--- src/rtl/core/range_scan_object_segmenter_core_macros.svh ---
// Assertion macros shared by the range scan segmenter RTL.
`ifndef RANGE_SCAN_OBJECT_SEGMENTER_CORE_MACROS_SVH
`define RANGE_SCAN_OBJECT_SEGMENTER_CORE_MACROS_SVH

// Consequent must hold in the same cycle as the antecedent.
`define RSOS_ASSERT_NOW(lbl, ante, cons, msg) \
	lbl: assert property (@(posedge clk) disable iff (!arst_n) (ante) |-> (cons)) \
		else $error(msg);

// Consequent must hold in the cycle after the antecedent.
`define RSOS_ASSERT_NEXT(lbl, ante, cons, msg) \
	lbl: assert property (@(posedge clk) disable iff (!arst_n) (ante) |=> (cons)) \
		else $error(msg);

`endif

--- src/rtl/core/rsos_pkg.sv ---
// Types, constants and smoothing/segmentation functions of the range scan segmenter.
package rsos_pkg;

	localparam int MAX_SAMPLES = 4096;
	localparam int IDX_W       = $clog2(MAX_SAMPLES);
	localparam int DIST_W      = 14;
	localparam int OIDX_W      = 12;
	localparam int COUNT_W     = 12;

	typedef logic [DIST_W-1:0]  dist_t;
	typedef logic [IDX_W-1:0]   idx_t;
	typedef logic [OIDX_W-1:0]  oidx_t;
	typedef logic [COUNT_W-1:0] count_t;

	localparam idx_t   IDX_LAST  = IDX_W'(MAX_SAMPLES - 1);
	localparam count_t COUNT_MAX = {COUNT_W{1'b1}};
	localparam dist_t  THR_RESET = DIST_W'(100);

	typedef enum logic [0:0] {
		CFG_SPIKE_THRESHOLD = 1'b0,
		CFG_JUMP_THRESHOLD  = 1'b1
	} cfg_reg_t;

	typedef enum logic [0:0] {
		REC_OBJECT = 1'b0,
		REC_DONE   = 1'b1
	} rec_kind_t;

	typedef struct packed {
		dist_t spike;
		dist_t jump;
	} thr_t;

	typedef struct packed {
		rec_kind_t kind;
		oidx_t     start_index;
		oidx_t     end_index;
		dist_t     min_distance;
		count_t    object_count;
		logic      last;
	} rec_t;

	typedef struct packed {
		logic [1:0] n;
		rec_t       rec0;
		rec_t       rec1;
	} push_t;

	typedef struct packed {
		logic   obj_open;
		idx_t   start;
		dist_t  run_min;
		count_t found;
		dist_t  prev;
	} seg_state_t;

	typedef struct packed {
		seg_state_t st;
		logic       emit;
		rec_t       rec;
	} seg_result_t;

	// Reduce a sample index to the 12-bit output field
	function automatic oidx_t idx_out(idx_t i);
		logic [31:0] w;
		w = 32'(i);
		return w[OIDX_W-1:0];
	endfunction

	// Spike filter: replace an outlier by the floor mean of previous and next
	function automatic dist_t smooth_sample(logic first, dist_t raw, dist_t nxt,
		dist_t prev, dist_t thr);
		dist_t         diff;
		logic [DIST_W:0] sum;
		diff = (raw > prev) ? raw - prev : prev - raw;
		sum  = {1'b0, prev} + {1'b0, nxt};
		if (!first && diff > thr) begin
			return sum[DIST_W:1];
		end
		return raw;
	endfunction

	// One segmentation step on a smoothed sample
	function automatic seg_result_t segment_sample(idx_t idx, dist_t c, seg_state_t s,
		dist_t thr);
		seg_result_t r;
		r      = '0;
		r.st   = s;
		r.emit = 1'b0;
		if (idx != '0) begin
			if (s.prev > c && (s.prev - c) > thr) begin
				r.st.obj_open = 1'b1;
				r.st.start    = idx;
				r.st.run_min  = c;
			end
			if (r.st.obj_open && c < r.st.run_min) begin
				r.st.run_min = c;
			end
			if (c > s.prev && (c - s.prev) > thr && r.st.obj_open) begin
				if (r.st.found != COUNT_MAX) begin
					r.st.found = r.st.found + COUNT_W'(1);
				end
				r.emit             = 1'b1;
				r.rec.kind         = REC_OBJECT;
				r.rec.start_index  = idx_out(r.st.start);
				r.rec.end_index    = idx_out(idx - IDX_W'(1));
				r.rec.min_distance = r.st.run_min;
				r.rec.object_count = r.st.found;
				r.rec.last         = 1'b0;
				r.st.obj_open      = 1'b0;
			end
		end
		r.st.prev = c;
		return r;
	endfunction

	// Scan summary record
	function automatic rec_t done_rec(count_t n);
		rec_t r;
		r              = '0;
		r.kind         = REC_DONE;
		r.object_count = n;
		r.last         = 1'b1;
		return r;
	endfunction

endpackage

--- src/rtl/core/rsos_if.sv ---
// Channel interfaces: sample input, result output and register write.
interface rsos_sample_if;
	logic          valid;
	logic          ready;
	rsos_pkg::dist_t distance;
	modport source (output valid, output distance, input ready);
	modport sink   (input valid, input distance, output ready);
endinterface

interface rsos_result_if;
	logic             valid;
	logic             ready;
	logic             record_kind;
	rsos_pkg::oidx_t  start_index;
	rsos_pkg::oidx_t  end_index;
	rsos_pkg::dist_t  min_distance;
	rsos_pkg::count_t object_count;
	logic             last_of_run;
	modport source (output valid, output record_kind, output start_index, output end_index,
		output min_distance, output object_count, output last_of_run, input ready);
	modport sink   (input valid, input record_kind, input start_index, input end_index,
		input min_distance, input object_count, input last_of_run, output ready);
endinterface

interface rsos_cfg_if;
	logic               valid;
	logic               ready;
	rsos_pkg::cfg_reg_t index;
	rsos_pkg::dist_t    data;
	modport source (output valid, output index, output data, input ready);
	modport sink   (input valid, input index, input data, output ready);
endinterface

--- src/rtl/core/rsos_cfg_regs.sv ---
// Threshold registers written through the configuration channel.
module rsos_cfg_regs (
	input  logic            clk,
	input  logic            arst_n,
	rsos_cfg_if.sink        cfg,
	output rsos_pkg::thr_t  thr
);

	rsos_pkg::thr_t thr_q;

	assign cfg.ready = 1'b1;
	assign thr       = thr_q;

	// Decode the register index and load the addressed threshold
	always_ff @(posedge clk or negedge arst_n) begin
		if (!arst_n) begin
			thr_q.spike <= rsos_pkg::THR_RESET;
			thr_q.jump  <= rsos_pkg::THR_RESET;
		end else if (cfg.valid) begin
			unique case (cfg.index)
				rsos_pkg::CFG_SPIKE_THRESHOLD: thr_q.spike <= cfg.data;
				rsos_pkg::CFG_JUMP_THRESHOLD:  thr_q.jump  <= cfg.data;
				default:                       thr_q       <= thr_q;
			endcase
		end
	end

endmodule

--- src/rtl/core/rsos_step.sv ---
// Per-item datapath: spike filter, segmentation and scan state.
`include "range_scan_object_segmenter_core_macros.svh"

module rsos_step (
	input  logic            clk,
	input  logic            arst_n,
	input  logic            accept,
	input  rsos_pkg::dist_t distance,
	input  rsos_pkg::thr_t  thr,
	output rsos_pkg::push_t push
);

	rsos_pkg::dist_t      pend_raw_q;
	logic                 pend_valid_q;
	rsos_pkg::idx_t       idx_q;
	rsos_pkg::seg_state_t st_q;

	logic                  end_scan;
	logic                  at_limit;
	logic                  done_needed;
	logic                  obj_emit;
	rsos_pkg::dist_t       next_a;
	rsos_pkg::dist_t       c_a;
	rsos_pkg::dist_t       c_b;
	rsos_pkg::seg_result_t seg_a;
	rsos_pkg::seg_result_t seg_b;
	rsos_pkg::seg_state_t  st_1;
	rsos_pkg::idx_t        idx_1;
	rsos_pkg::rec_t        obj_rec;
	rsos_pkg::rec_t        fin_rec;

	// Finish the pending sample now that its successor is known
	assign end_scan = (distance == '0);
	assign next_a   = end_scan ? '0 : distance;
	assign c_a      = rsos_pkg::smooth_sample(idx_q == '0, pend_raw_q, next_a, st_q.prev,
		thr.spike);
	assign seg_a    = rsos_pkg::segment_sample(idx_q, c_a, st_q, thr.jump);
	assign st_1     = pend_valid_q ? seg_a.st : st_q;
	assign idx_1    = pend_valid_q ? idx_q + rsos_pkg::IDX_W'(1) : idx_q;

	// Close the scan at the last index: the new sample has no successor
	assign at_limit = !end_scan && (idx_1 >= rsos_pkg::IDX_LAST);
	assign c_b      = rsos_pkg::smooth_sample(idx_1 == '0, distance, '0, st_1.prev,
		thr.spike);
	assign seg_b    = rsos_pkg::segment_sample(idx_1, c_b, st_1, thr.jump);

	// Assemble up to two records, the summary always last
	always_comb begin
		done_needed = end_scan || at_limit;
		obj_emit    = (pend_valid_q && seg_a.emit) || (at_limit && seg_b.emit);
		obj_rec     = (pend_valid_q && seg_a.emit) ? seg_a.rec : seg_b.rec;
		obj_rec.last = !done_needed;
		fin_rec     = rsos_pkg::done_rec(end_scan ? st_1.found : seg_b.st.found);
		push.n      = accept ? 2'({1'b0, obj_emit} + {1'b0, done_needed}) : 2'd0;
		push.rec0   = obj_emit ? obj_rec : fin_rec;
		push.rec1   = fin_rec;
	end

	// Advance scan state, or clear it once the summary goes out
	always_ff @(posedge clk or negedge arst_n) begin
		if (!arst_n) begin
			pend_raw_q   <= '0;
			pend_valid_q <= 1'b0;
			idx_q        <= '0;
			st_q         <= '0;
		end else if (accept) begin
			if (done_needed) begin
				pend_raw_q   <= '0;
				pend_valid_q <= 1'b0;
				idx_q        <= '0;
				st_q         <= '0;
			end else begin
				pend_raw_q   <= distance;
				pend_valid_q <= 1'b1;
				idx_q        <= idx_1;
				st_q         <= st_1;
			end
		end
	end

	`RSOS_ASSERT_NOW(a_idx_below_last, pend_valid_q, idx_q < rsos_pkg::IDX_LAST,
		"pending sample index reached the scan limit")
	`RSOS_ASSERT_NOW(a_pair_order, push.n == 2'd2,
		push.rec0.kind == rsos_pkg::REC_OBJECT && push.rec1.kind == rsos_pkg::REC_DONE,
		"two records must be an object followed by the summary")
	`RSOS_ASSERT_NEXT(a_scan_cleared, accept && end_scan, !pend_valid_q && idx_q == '0,
		"scan state not cleared after end of scan")

endmodule

--- src/rtl/core/rsos_result_fifo.sv ---
// Three-entry result queue taking up to two records per cycle.
`include "range_scan_object_segmenter_core_macros.svh"

module rsos_result_fifo (
	input  logic            clk,
	input  logic            arst_n,
	input  rsos_pkg::push_t push,
	output logic            space,
	rsos_result_if.source   results
);

	localparam int DEPTH = 3;

	rsos_pkg::rec_t slot_q [DEPTH];
	rsos_pkg::rec_t slot_d [DEPTH];
	logic [1:0]     cnt_q;
	logic [1:0]     base;
	logic           pop;

	// Room for a worst-case pair while the head may still be stalled
	assign space = (cnt_q <= 2'd1);
	assign pop   = (cnt_q != 2'd0) && results.ready;
	assign base  = cnt_q - 2'({1'b0, pop});

	// Shift out the head, then append the new records behind the survivors
	always_comb begin
		for (int i = 0; i < DEPTH; i++) begin
			if (pop && i < DEPTH - 1) begin
				slot_d[i] = slot_q[i+1];
			end else begin
				slot_d[i] = slot_q[i];
			end
			if (push.n != 2'd0 && 2'(i) == base) begin
				slot_d[i] = push.rec0;
			end else if (push.n == 2'd2 && 2'(i) == base + 2'd1) begin
				slot_d[i] = push.rec1;
			end
		end
	end

	always_ff @(posedge clk) begin
		for (int i = 0; i < DEPTH; i++) begin
			slot_q[i] <= slot_d[i];
		end
	end

	always_ff @(posedge clk or negedge arst_n) begin
		if (!arst_n) begin
			cnt_q <= 2'd0;
		end else begin
			cnt_q <= base + push.n;
		end
	end

	assign results.valid        = (cnt_q != 2'd0);
	assign results.record_kind  = 1'(slot_q[0].kind);
	assign results.start_index  = slot_q[0].start_index;
	assign results.end_index    = slot_q[0].end_index;
	assign results.min_distance = slot_q[0].min_distance;
	assign results.object_count = slot_q[0].object_count;
	assign results.last_of_run  = slot_q[0].last;

	`RSOS_ASSERT_NOW(a_cnt_bound, 1'b1, cnt_q <= 2'd3, "result queue overfilled")
	`RSOS_ASSERT_NEXT(a_pair_queued, push.n == 2'd2, cnt_q >= 2'd2,
		"record pair not held in the queue")
	`RSOS_ASSERT_NOW(a_follower_present, results.valid && !results.last_of_run,
		cnt_q >= 2'd2, "non-final record at head without its follower")

endmodule

--- src/rtl/core/range_scan_object_segmenter_core.sv ---
// Top level of the range scan object segmenter.
//
// Usage:
//   samples : one raw range sample per item (distance). Zero ends the scan;
//             the sample with the last index also ends it.
//   results : object records (start, end, minimum, count) and one summary
//             record per scan; last_of_run marks the final record of a sample.
//   cfg     : register writes, index 0 spike threshold, index 1 jump threshold.
//             Always ready; write only while no records are outstanding.
// Timing:
//   A sample is filtered and segmented when its successor arrives, so its
//   records leave with the next sample. Records caused by an accepted sample
//   are valid on results in the following cycle unless earlier records wait.
//   One sample per cycle is taken while results.ready is high and each sample
//   produces at most one record; a sample producing two records holds off the
//   next, as the single output port drains the three-entry result queue.
// Reset: thresholds return to 100, scan state and queue are emptied.
// Stall: the queue holds records while results.ready is low; samples.ready
//   drops once two or more records are waiting.
module range_scan_object_segmenter_core (
	input  logic          clk,
	input  logic          arst_n,
	rsos_sample_if.sink   samples,
	rsos_result_if.source results,
	rsos_cfg_if.sink      cfg
);

	rsos_pkg::thr_t  thr;
	rsos_pkg::push_t push;
	logic            space;
	logic            accept;

	assign samples.ready = space;
	assign accept        = samples.valid && space;

	rsos_cfg_regs u_cfg (
		.clk    (clk),
		.arst_n (arst_n),
		.cfg    (cfg),
		.thr    (thr)
	);

	rsos_step u_step (
		.clk      (clk),
		.arst_n   (arst_n),
		.accept   (accept),
		.distance (samples.distance),
		.thr      (thr),
		.push     (push)
	);

	rsos_result_fifo u_fifo (
		.clk     (clk),
		.arst_n  (arst_n),
		.push    (push),
		.space   (space),
		.results (results)
	);

endmodule

--- src/flat_wrapper.sv ---
// flat-port wrapper written by rule: the top's interface ports become plain ports
module range_scan_object_segmenter_core_flat 
  (clk, arst_n, samples_valid, samples_distance, samples_ready, results_valid, results_record_kind, results_start_index, results_end_index, results_min_distance, results_object_count, results_last_of_run, results_ready, cfg_valid, cfg_index, cfg_data, cfg_ready);
  rsos_sample_if samples_i ();
  rsos_result_if results_i ();
  rsos_cfg_if cfg_i ();
  input  logic clk;
  input  logic arst_n;
  input wire logic [$bits(samples_i.valid)-1:0] samples_valid;
  input wire logic [$bits(samples_i.distance)-1:0] samples_distance;
  output wire logic [$bits(samples_i.ready)-1:0] samples_ready;
  output wire logic [$bits(results_i.valid)-1:0] results_valid;
  output wire logic [$bits(results_i.record_kind)-1:0] results_record_kind;
  output wire logic [$bits(results_i.start_index)-1:0] results_start_index;
  output wire logic [$bits(results_i.end_index)-1:0] results_end_index;
  output wire logic [$bits(results_i.min_distance)-1:0] results_min_distance;
  output wire logic [$bits(results_i.object_count)-1:0] results_object_count;
  output wire logic [$bits(results_i.last_of_run)-1:0] results_last_of_run;
  input wire logic [$bits(results_i.ready)-1:0] results_ready;
  input wire logic [$bits(cfg_i.valid)-1:0] cfg_valid;
  input wire logic [$bits(cfg_i.index)-1:0] cfg_index;
  input wire logic [$bits(cfg_i.data)-1:0] cfg_data;
  output wire logic [$bits(cfg_i.ready)-1:0] cfg_ready;
  assign samples_i.valid = samples_valid;
  assign samples_i.distance = samples_distance;
  assign samples_ready = samples_i.ready;
  assign results_valid = results_i.valid;
  assign results_record_kind = results_i.record_kind;
  assign results_start_index = results_i.start_index;
  assign results_end_index = results_i.end_index;
  assign results_min_distance = results_i.min_distance;
  assign results_object_count = results_i.object_count;
  assign results_last_of_run = results_i.last_of_run;
  assign results_i.ready = results_ready;
  assign cfg_i.valid = cfg_valid;
  assign cfg_i.index = cfg_index;
  assign cfg_i.data = cfg_data;
  assign cfg_ready = cfg_i.ready;
  range_scan_object_segmenter_core u_core (.clk(clk), .arst_n(arst_n), .samples(samples_i), .results(results_i), .cfg(cfg_i));
endmodule
--- config.mk ---
export PLATFORM = sky130hd
export DESIGN_NAME = range_scan_object_segmenter_core_flat
export DESIGN_NICKNAME = d
export VERILOG_FILES = /design/src/rtl/core/rsos_pkg.sv /design/src/rtl/core/rsos_if.sv /design/src/rtl/core/rsos_cfg_regs.sv /design/src/rtl/core/rsos_step.sv /design/src/rtl/core/rsos_result_fifo.sv /design/src/rtl/core/range_scan_object_segmenter_core.sv /design/src/flat_wrapper.sv
export VERILOG_INCLUDE_DIRS = /design/src /design/src/rtl/core
export SDC_FILE = /design/constraint.sdc
export NUM_CORES = 1
export LEC_CHECK = 0
export ABC_CLOCK_PERIOD_IN_PS = 17350
export BUFFER_PORTS_ARGS = -buffer_cell sky130_fd_sc_hd__buf_2
export CORE_MARGIN = 1
export CORE_UTILIZATION = 55
export DETAILED_ROUTE_END_ITERATION = 8
export PLACE_DENSITY = 0.75
export SLEW_MARGIN = 20
export SYNTH_ARGS = -nofsm -noshare
export SYNTH_HDL_FRONTEND = slang
export SYNTH_HIERARCHICAL = 1
export SYNTH_SLANG_ARGS = --single-unit
--- constraint.sdc ---
create_clock -name clk -period 17.35 [get_ports clk]
set_input_delay 3.47 -clock clk [delete_from_list [all_inputs] [get_ports clk]]
set_output_delay 3.47 -clock clk [all_outputs]
set_load 0.01 [all_outputs]
**Yosys cells after proc, flatten, opt, wreduce, memory -nomap -nowiden**

Memory sizes are Yosys's and may differ from the RTL's.
Index checks and enable logic that the tools add are counted.

- Output and inout port bits: 55
- Logic and storage cells: 136
- Register bits after elaboration: 110
- Bits in latches: 0
- Memory bits (writable): 156
- Bits in read-only memories: 0
- Input port bits: 34
- Memories kept: 1

- Bitwise logic cells: 1
- Add/subtract/negate cells: 18
- Shifts and indexed selects: 0
- $lt $le $gt $ge: 16
- $mul: 0
- Div/mod/pow operators: 0
- Reduce and logical (&&, ||, !) cells: 38
- Eq/ne operators: 7
- Mux-type cells: 44

Memory list:

| memory | words | width | rd ports | clocked after Yosys merged registers in | wr ports | line | text |
|---|---|---|---|---|---|---|---|
| u_core.u_fifo.slot_q | 3 | 52 | 3 | 0 | 3 | rsos_result_fifo.sv:14 | `rsos_pkg::rec_t slot_q [DEPTH];` |

Operators with widths:

| cell | number |
|---|---|
| two-way mux 52 bit | 10 |
| two-way mux 53 bit | 6 |
| > comparator 14 bit | 12 |
| two-way mux 14 bit | 10 |
| subtractor 14 bit | 8 |
| two-way mux 27 bit | 4 |
| two-way mux 12 bit | 8 |
| two-way mux 39 bit | 1 |
| adder 12 x 1 -> 12 bit, second input constant | 3 |
| less-than comparator 14 bit | 2 |
| logical NOT 12 bit | 2 |
| != test 12 bit, second input constant | 2 |
| nonzero test 12 bit | 2 |
| subtractor 12 x 1 -> 12 bit, second input constant | 2 |
| logical AND 1 bit | 21 |
| adder 14 x 14 -> 15 bit | 1 |
| logical NOT 14 bit | 1 |
| >= comparator 12 bit, second input constant | 1 |
| == test 1 x 2 -> 1 bit, first input constant | 2 |
| == test 2 bit, first input constant | 2 |
| logical NOT 1 bit | 4 |
| logical NOT 2 bit | 2 |
| two-way mux 1 bit | 4 |
| AND reduction 2 bit | 2 |
| 10 further kinds | 12 |

**Longest topological paths before layout**

Gate-level depths: netlist of run 1.

- Depth after elaboration: 40
- Gate-level depth with buffers: 93

**Modules after synthesis**

The synthesis of run 1 kept the hierarchy.

By module, submodules not included:

| module | area each (um^2) | instances | cells each | sequential area each (um^2) |
|---|---|---|---|---|
| rsos_step | 15553.7 | 1 | 2048 | 2001.9 |
| rsos_result_fifo | 8797.2 | 1 | 791 | 4734.5 |
| rsos_cfg_regs | 1094.8 | 1 | 63 | 708.2 |
| range_scan_object_segmenter_core | 6.3 | 1 | 1 | 0.0 |

**Worst setup path before layout of run 1**

OpenSTA, ideal clock, no wires.

- Kind: register to register
- From: register, netlist name u_core/u_step/st_q[3]
- To: memory u_core/u_fifo/slot_q[0][0] (netlist bit) (enable)
- Path buffers: 7
- Required time: 16874 ps
- Arrival: 18069 ps
- Setup slack: -1195 ps
- Stages on the path, launching flop included: 81
- Clock period less this slack: 18545 ps
- Path through: dfrtp_1 > ha_1 > a21o_1 > a21o_1 > a221oi_1 > o21ai_0 > a21o_1 > a21o_1 > a21oi_1 > nor2b_1 > o32a_1 > clkbuf_1 > mux2_2 > a311o_1 > a21oi_1 > xnor2_1 > ha_1 > nand4_1 > [... 45 more ...] > ha_1 > nand4_1 > nor2_1 > o21ai_0 > a21oi_1 > o221ai_1 > a211oi_1 > and2_1 > nand4_1 > a21o_2 > nand2_2 > ha_1 > and2_1 > buf_6 > or3b_1 > buf_6 > clkbuf_1 > o211ai_1

RTL lines:

| what | line |
|---|---|
| to (decl) | rsos_result_fifo.sv:14 |

==> results of run 1 <==
-- state kept, by name (all words and copies together) (netlist names) --
name                        count
u_core/u_cfg/thr               28
u_core/u_fifo/cnt_q             2
u_core/u_fifo/slot_q          156
u_core/u_step/idx_q            12
u_core/u_step/pend_raw_q       14
u_core/u_step/pend_valid_q      1
u_core/u_step/st_q             53
-- final timing paths --
check | startpoint | endpoint | slack, ps | depth (start not counted)
max | u_core/u_step/pend_raw_q[3]$_DFFE_PN0P_ | u_core/u_fifo/slot_q[0][125]$_DFFE_PP_ | 730 | 87
min | u_core/u_cfg/thr[10]$_DFFE_PN0P_ | u_core/u_cfg/thr[10]$_DFFE_PN0P_ | 510 | 1
max reg2reg | u_core/u_step/pend_raw_q[3]$_DFFE_PN0P_ | u_core/u_fifo/slot_q[0][125]$_DFFE_PP_ | 730 | 87
min reg2reg | u_core/u_cfg/thr[10]$_DFFE_PN0P_ | u_core/u_cfg/thr[10]$_DFFE_PN0P_ | 510 | 1
max in group asynchronous | arst_n | u_core/u_step/st_q[17]$_DFFE_PN0P_ | 13070 | 2
min in group asynchronous | arst_n | u_core/u_step/pend_valid_q$_DFFE_PN0P_ | 2900 | 1
-- synthesized netlist by cell type (20+ instances only) --
library cell  count  share of area
mux2_1           23          0.010
nor3_1          131          0.026
o31ai_1          23         0.0068
nor2_1          162          0.024
xnor2_1          70          0.024
buf_4           103          0.030
a22o_1           25         0.0086
nor2b_1          24         0.0059
nand4_1          91          0.022
o21bai_1         20         0.0059
o21ai_0         218          0.043
o22ai_1          44          0.011
ha_1            234           0.12
dfrtp_1         104           0.10
or3b_1           53          0.018
clkbuf_1        139          0.020
mux2_2           79          0.035
xor2_1           40          0.014
edfxtp_1        156           0.18
a21oi_1         170          0.033
nand3_1          53          0.010
buf_2            28         0.0055
nand2_1         117          0.017
mux2i_1          64          0.025
a31oi_1         118          0.029
inv_1           166          0.024
a21o_1           89          0.026
-- layout make-up --
type / count / area, sq um
antenna: 1 / 2.50
fill: 4004 / 18200
inverter: 169 / 638
tap: 600 / 751
clock inverter: 14 / 138
timing repair buffer: 197 / 1430
multi-input combinational: 2200 / 16100
sequential: 266 / 7450
clock buffer: 39 / 805
-- logic make-up after synthesis --
kind of cell / after synthesis
AOI/OAI and AO/OA: 881
and+or+nand+nor: 755
buffers and inverters: 475
DFF: 266
adders and majority gates: 243
muxes: 169
xor gates and xnor gates: 111
other: 3
-- metrics by stage --
stage,util,area [sq um]
floorplan,-,25700
global placement,0.573,26100
detailed placement,0.573,26100
CTS,0.595,27100
global route,0.600,27300
finish,0.600,27300
-- routing by layer --
layer | track usage | share of wire | wire [um]
met5 | 0 | 0 | 0
met4 | 0.137 | 0.043 | 3670
met3 | 0.0661 | 0.10 | 8800
met2 | 0.546 | 0.44 | 37800
met1 | 0.495 | 0.41 | 35400
-- timing repair --
action | 4_1_cts | 5_1_grt
cloned | 0 | 2
setup buffers | 4 | 9
endpoints found under the setup margin | 281 | 314
resized for setup | 1 | 45
pin swaps | 1 | 15
-- placed cells by master (no fill, tap or decap), types with 40 or more instances in the layout --
cell / count
a21oi_1: 163
ha_1: 231
inv_1: 162
o21ai_0: 210
conb_1: 41
nand3_1: 53
or3b_1: 52
xor2_1: 40
nor3_1: 129
nand2_1: 115
a21o_1: 89
nor2_1: 156
a31oi_1: 118
buf_4: 94
nand4_1: 91
mux2i_1: 62
dfrtp_1: 100
xnor2_1: 69
buf_2: 87
edfxtp_1: 156
mux2_2: 78
==> metrics.cfg, run 1 <==
[synth]
yosys.area_share.xor_xnor=0.0385
ys_async_sr_fraction=0.414
main_combinational_cell_family_by_area_after_synthesis=compound AO/OA/AOI/OAI gates
syn_avg_cell_area_sq_um=8.77
synth_seq_cells=266
synth_adder_area_share=0.122
yosys_warnings=6
synth-edff-count=156
synth.yosys.seq_area_share=0.292
post_synth_inst_count=2903
yosys.area_share.simple=0.159
synth_compound_gate_area_share=0.223
post_synth_mux_area_share=0.0721
synth_top_flop_cell=edfxtp_1
post_synth_instance_area_sq_mm=0.0255
synth.distinct_cells=115

[timing]
final-setup-viol-count=0
final_critical_path_setup_slack_ps=731
fin_hold_ws_ps=513
timing.final.crit_share=0.958
worst_slew_margin_rel=0.186
max_clock_freq_ghz=0.0602
report.final.hold_viol_count=0
final.min_clock_period_ps=16620
timing.final.max_slew_violations=0
finClkSkew_ps=16.0
tns_ps=0
tightest_slew_ps=1210

[route]
avgViaCountPerCell=6.76
detail_route.drc_violations=0
routed_wirelength_um=85700
drtAntennaViolNets=0
detailedRoute.firstIterationViolations=3171
detail_route.first_pass.iterations=6
vias=23600
wl_cell_um=24.6

[clock_network]
cts_h_tree_depth=1
clock-sinks=266
clockRootBuffer=clkbuf_16
clk_path_buf_depth=3
tritoncts.num_buffers=30
cts_tree=yes
cts.reportedPaths.clkPinSlew_ps=60
hold_buffers=0
clock_insertion_delay_worst_skew_ps=620

[floorplanning]
die_w_um=217
floorplan.die_area_sq_mm=0.0471
core_region_area_sq_mm=0.0455
placement_rows=78
ioPinCount=89
initial_utilization=0.560
chipHeight_um=217

[cells_and_area]
nNetsFinal=3141
drive_above_1_share=0.155
area_delta_synth_final_pct=7.26
layoutNonFillerInstCount=3486

[worst_hold_path]
min_delay_worst_type=register to register

[placement]
dp_worst_setup_slack_ps=-220
total_of_buffers_placed_on_input_and_output_ports=87
detailed_place_hpwl_um=61800
place_inst=3417
place.gp.congestion=1.08

[worst_setup_path]
cp.arrival_ps=16970
most_used_cell_cp=a21o_1
worstSetupPathType=register to register
timing.critical_path.slowest_cell_delay_ps=410
cp_top_family=compound AO/OA/AOI/OAI gates
worst_setup_sp_type=register
timing.critical_path.slowest_stage_cell=fa_1
setup.worst_path.end_class=register
critical_path_buf_inv_count=8
critical_path_peak_fanout=22
critical_path_required_ps=17700

[grt]
global_route_wire_length_before_repair_um=132000
grt_max_degree=85
grt_antenna_before_repair=1
number_of_global_route_vias_before_repair=22200
track_usage=0.356
grt_overflow=0

[status]
status=finished clean

[run]
max_cap_viol_count=0

Power of run 1 is not shown: default switching activity piles up to over one toggle a cycle in this logic, so the estimate is an artifact.
==> run 2: changes to the inputs <==
--- a/config.mk
+++ b/config.mk
@@ -11,6 +11,7 @@
 export CORE_MARGIN = 1
 export CORE_UTILIZATION = 55
 export DETAILED_ROUTE_END_ITERATION = 8
+export GPL_TIMING_DRIVEN = 0
 export PLACE_DENSITY = 0.75
 export SLEW_MARGIN = 20
 export SYNTH_ARGS = -nofsm -noshare
==> run 2 against run 1 <==
  * Register-to-register slack worse by 450 ps
  * Routed wire length up 12%
  * Critical path depth down 16
  * Worst setup slack worse by 450 ps
  * Global-route usage up 4.4 points
  * Die area unchanged
  * Final cell count up 8.2%
  * Via count up 6.4%
  * Critical endpoint is now u_core/u_fifo/slot_q[0][14]$_DFFE_PP_
  * Clock-buffer cell count up 5
  * Sequential share of layout area down 2.0 points
  * Non-clock buffer count up 276
  * Highest routed layer unchanged
  * Flip-flop and latch count unchanged
==> metrics.cfg, run 2 (synthesis gave the netlist of run 1 again) <==
[status]
status=finished clean

[timing]
final.min_clock_period_ps=17070  ; +447 ps
worst_slew_margin_rel=0.198  ; +0.0116
report.final.hold_viol_count=0  ; unchanged
max_clock_freq_ghz=0.0586  ; -2.6%
final_critical_path_setup_slack_ps=284  ; -447 ps
timing.final.max_slew_violations=0  ; unchanged
tightest_slew_ps=1190  ; -17.2 ps
timing.final.crit_share=0.984  ; +0.0258
finClkSkew_ps=30.8  ; +14.8 ps
fin_hold_ws_ps=507  ; -5.57 ps
final-setup-viol-count=0  ; unchanged
rsz0062_at_grt=true

[floorplanning]
placement_rows=78  ; unchanged
ioPinCount=89  ; unchanged
die_w_um=217  ; unchanged
floorplan.die_area_sq_mm=0.0471  ; unchanged
initial_utilization=0.560  ; unchanged
chipHeight_um=217  ; unchanged
core_region_area_sq_mm=0.0455  ; unchanged

[clock_network]
clock-sinks=266  ; unchanged
clk_path_buf_depth=3  ; unchanged
cts.reportedPaths.clkPinSlew_ps=60  ; about the same
clockRootBuffer=clkbuf_16
cts_tree=yes
cts_h_tree_depth=2  ; +1
clock_insertion_delay_worst_skew_ps=560  ; -60 ps
tritoncts.num_buffers=35  ; +17%

[cells_and_area]
register_containing_the_most_flip_flops_in_the_final_layout=u_core/u_fifo/slot_q
drive_above_1_share=0.204  ; +0.0494
largest_register_ff_count=156  ; unchanged
layout.cells.most_common=ha_1
nNetsFinal=3422  ; +8.9%
fill_cells=3881  ; -3.1%
diodes=0  ; -1
area_delta_synth_final_pct=15.6
multi_input_area_sq_mm=0.0165  ; +2.5%
area.sequential_sq_mm=0.00745  ; about the same
layoutNonFillerInstCount=3772  ; +8.2%
layout.cells.most_common_list=ha_1 (227), o21ai_0 (204), buf_4 (182)

[worst_setup_path]
worstSetupPathType=register to register
critical_path_required_ps=17710  ; about the same
critical_path_peak_fanout=10  ; -55%
timing.critical_path.slowest_cell_delay_ps=530  ; +120 ps
most_used_cell_cp=a21o_1
setup.worst_path.end_class=register
critical_path_buf_inv_count=8  ; unchanged
cp_top_family=compound AO/OA/AOI/OAI gates
worst_setup_sp_type=register
timing.critical_path.slowest_stage_cell=nor2_1
cp.arrival_ps=17430  ; +460 ps

[route]
detail_route.first_pass.iterations=8  ; +2
wl_cell_um=25.6  ; +3.9%
detailedRoute.firstIterationViolations=3457  ; +9.0%
drtAntennaViolNets=0  ; unchanged
avgViaCountPerCell=6.65  ; -1.6%
routed_wirelength_um=96400  ; +12%
detail_route.drc_violations=0  ; unchanged
vias=25100  ; +6.4%

[placement]
dp_worst_setup_slack_ps=-3770  ; -3550 ps
detailed_place_hpwl_um=73200  ; +19%
place_inst=3648  ; +6.8%
place.gp.congestion=1.06  ; -1.7%
total_of_buffers_placed_on_input_and_output_ports=87  ; unchanged

[worst_hold_path]
min_delay_worst_type=register to register

[grt]
global_route_wire_length_before_repair_um=144000  ; +9.3%
grt_max_degree=70  ; -18%
number_of_global_route_vias_before_repair=23600  ; +6.4%
grt_antenna_before_repair=0  ; -1
track_usage=0.400  ; +0.0439
grt_overflow=0  ; unchanged

[run]
max_cap_viol_count=0  ; unchanged

[run 2: changes by cell type in the layout (fill, tap and decap cells not counted), moves of 10 or more]
cell      change
buf_4        +88
buf_1        +13
a21oi_2      +10
a21oi_1      -17
buf_2        +26
clkbuf_1    +124
buf_6        +18
[run 2: what timing repair did]
action / CTS / global route
pin swaps: 16 / 45
gates resized for setup: 77 / 103
cloned: 1 / 1
hold buffers: 0 / 0
endpoints found under the hold margin: 0 / 0
setup endpoints to repair: 314 / 312
buffers inserted: 31 / 36
[run 2: final timing paths]
kind                                                   startpoint  slack [ps]  cells past startpoint                                      end
max in group asynchronous                                  arst_n       13740                      2       u_core/u_step/st_q[20]$_DFFE_PN0P_
min in group asynchronous                                  arst_n        2820                      1  u_core/u_step/pend_raw_q[1]$_DFFE_PN0P_
worst min-delay path             u_core/u_cfg/thr[11]$_DFFE_PN0P_         510                      1         u_core/u_cfg/thr[11]$_DFFE_PN0P_
worst max register to register  u_core/u_step/st_q[3]$_DFFE_PN0P_         280                     71    u_core/u_fifo/slot_q[0][14]$_DFFE_PP_
worst min register to register   u_core/u_cfg/thr[11]$_DFFE_PN0P_         510                      1         u_core/u_cfg/thr[11]$_DFFE_PN0P_
worst max-delay path            u_core/u_step/st_q[3]$_DFFE_PN0P_         280                     71    u_core/u_fifo/slot_q[0][14]$_DFFE_PP_
[run 2: metrics by stage]
stage | TNS, ps | cell area [sq um] | util
2_1_floorplan | 0 | 25700 | -
3_3_place_gp | -1298770 | 26900 | 0.591
3_5_place_dp | -848730 | 27100 | 0.596
4_1_cts | 0 | 28800 | 0.632
5_1_grt | -3450 | 29400 | 0.647
6_report | 0 | 29400 | 0.647
[run 2: worst reg2reg max path: cells and delay by family, from the launching register on]
| kind | cells | cell delay, ps |
|---|---|---|
| buffers and inverters | 8 | 2290 |
| XOR/XNOR | 2 | 320 |
| AND/OR/NAND/NOR | 18 | 2910 |
| flip-flops | 1 | 500 |
| adder cells (fa/ha/maj) | 6 | 1810 |
| AO/OA/AOI/OAI | 34 | 8270 |
| multiplexers | 3 | 780 |
[run 2: layer usage]
layer | vias to the layer above | wire [um] | global-route usage
met4 | 0 | 3420 | 0.127
met5 | - | 0 | 0
met1 | 12100 | 40900 | 0.570
met2 | 1616 | 40100 | 0.580
met3 | 259 | 12000 | 0.112
li1 | 11100 | - | -
[run 2: layout make-up]
| class | count | area share |
|---|---|---|
| repair buffers | 173 | 0.0403 |
| multi-input cells | 2200 | 0.560 |
| clock inverters | 20 | 0.00595 |
| well taps | 600 | 0.0255 |
| inverters | 169 | 0.0220 |
| plain buffers | 300 | 0.0606 |
| flip-flops and latches | 266 | 0.253 |
| clock buffers | 44 | 0.0320 |
Power of run 2 is left out for the same reason.
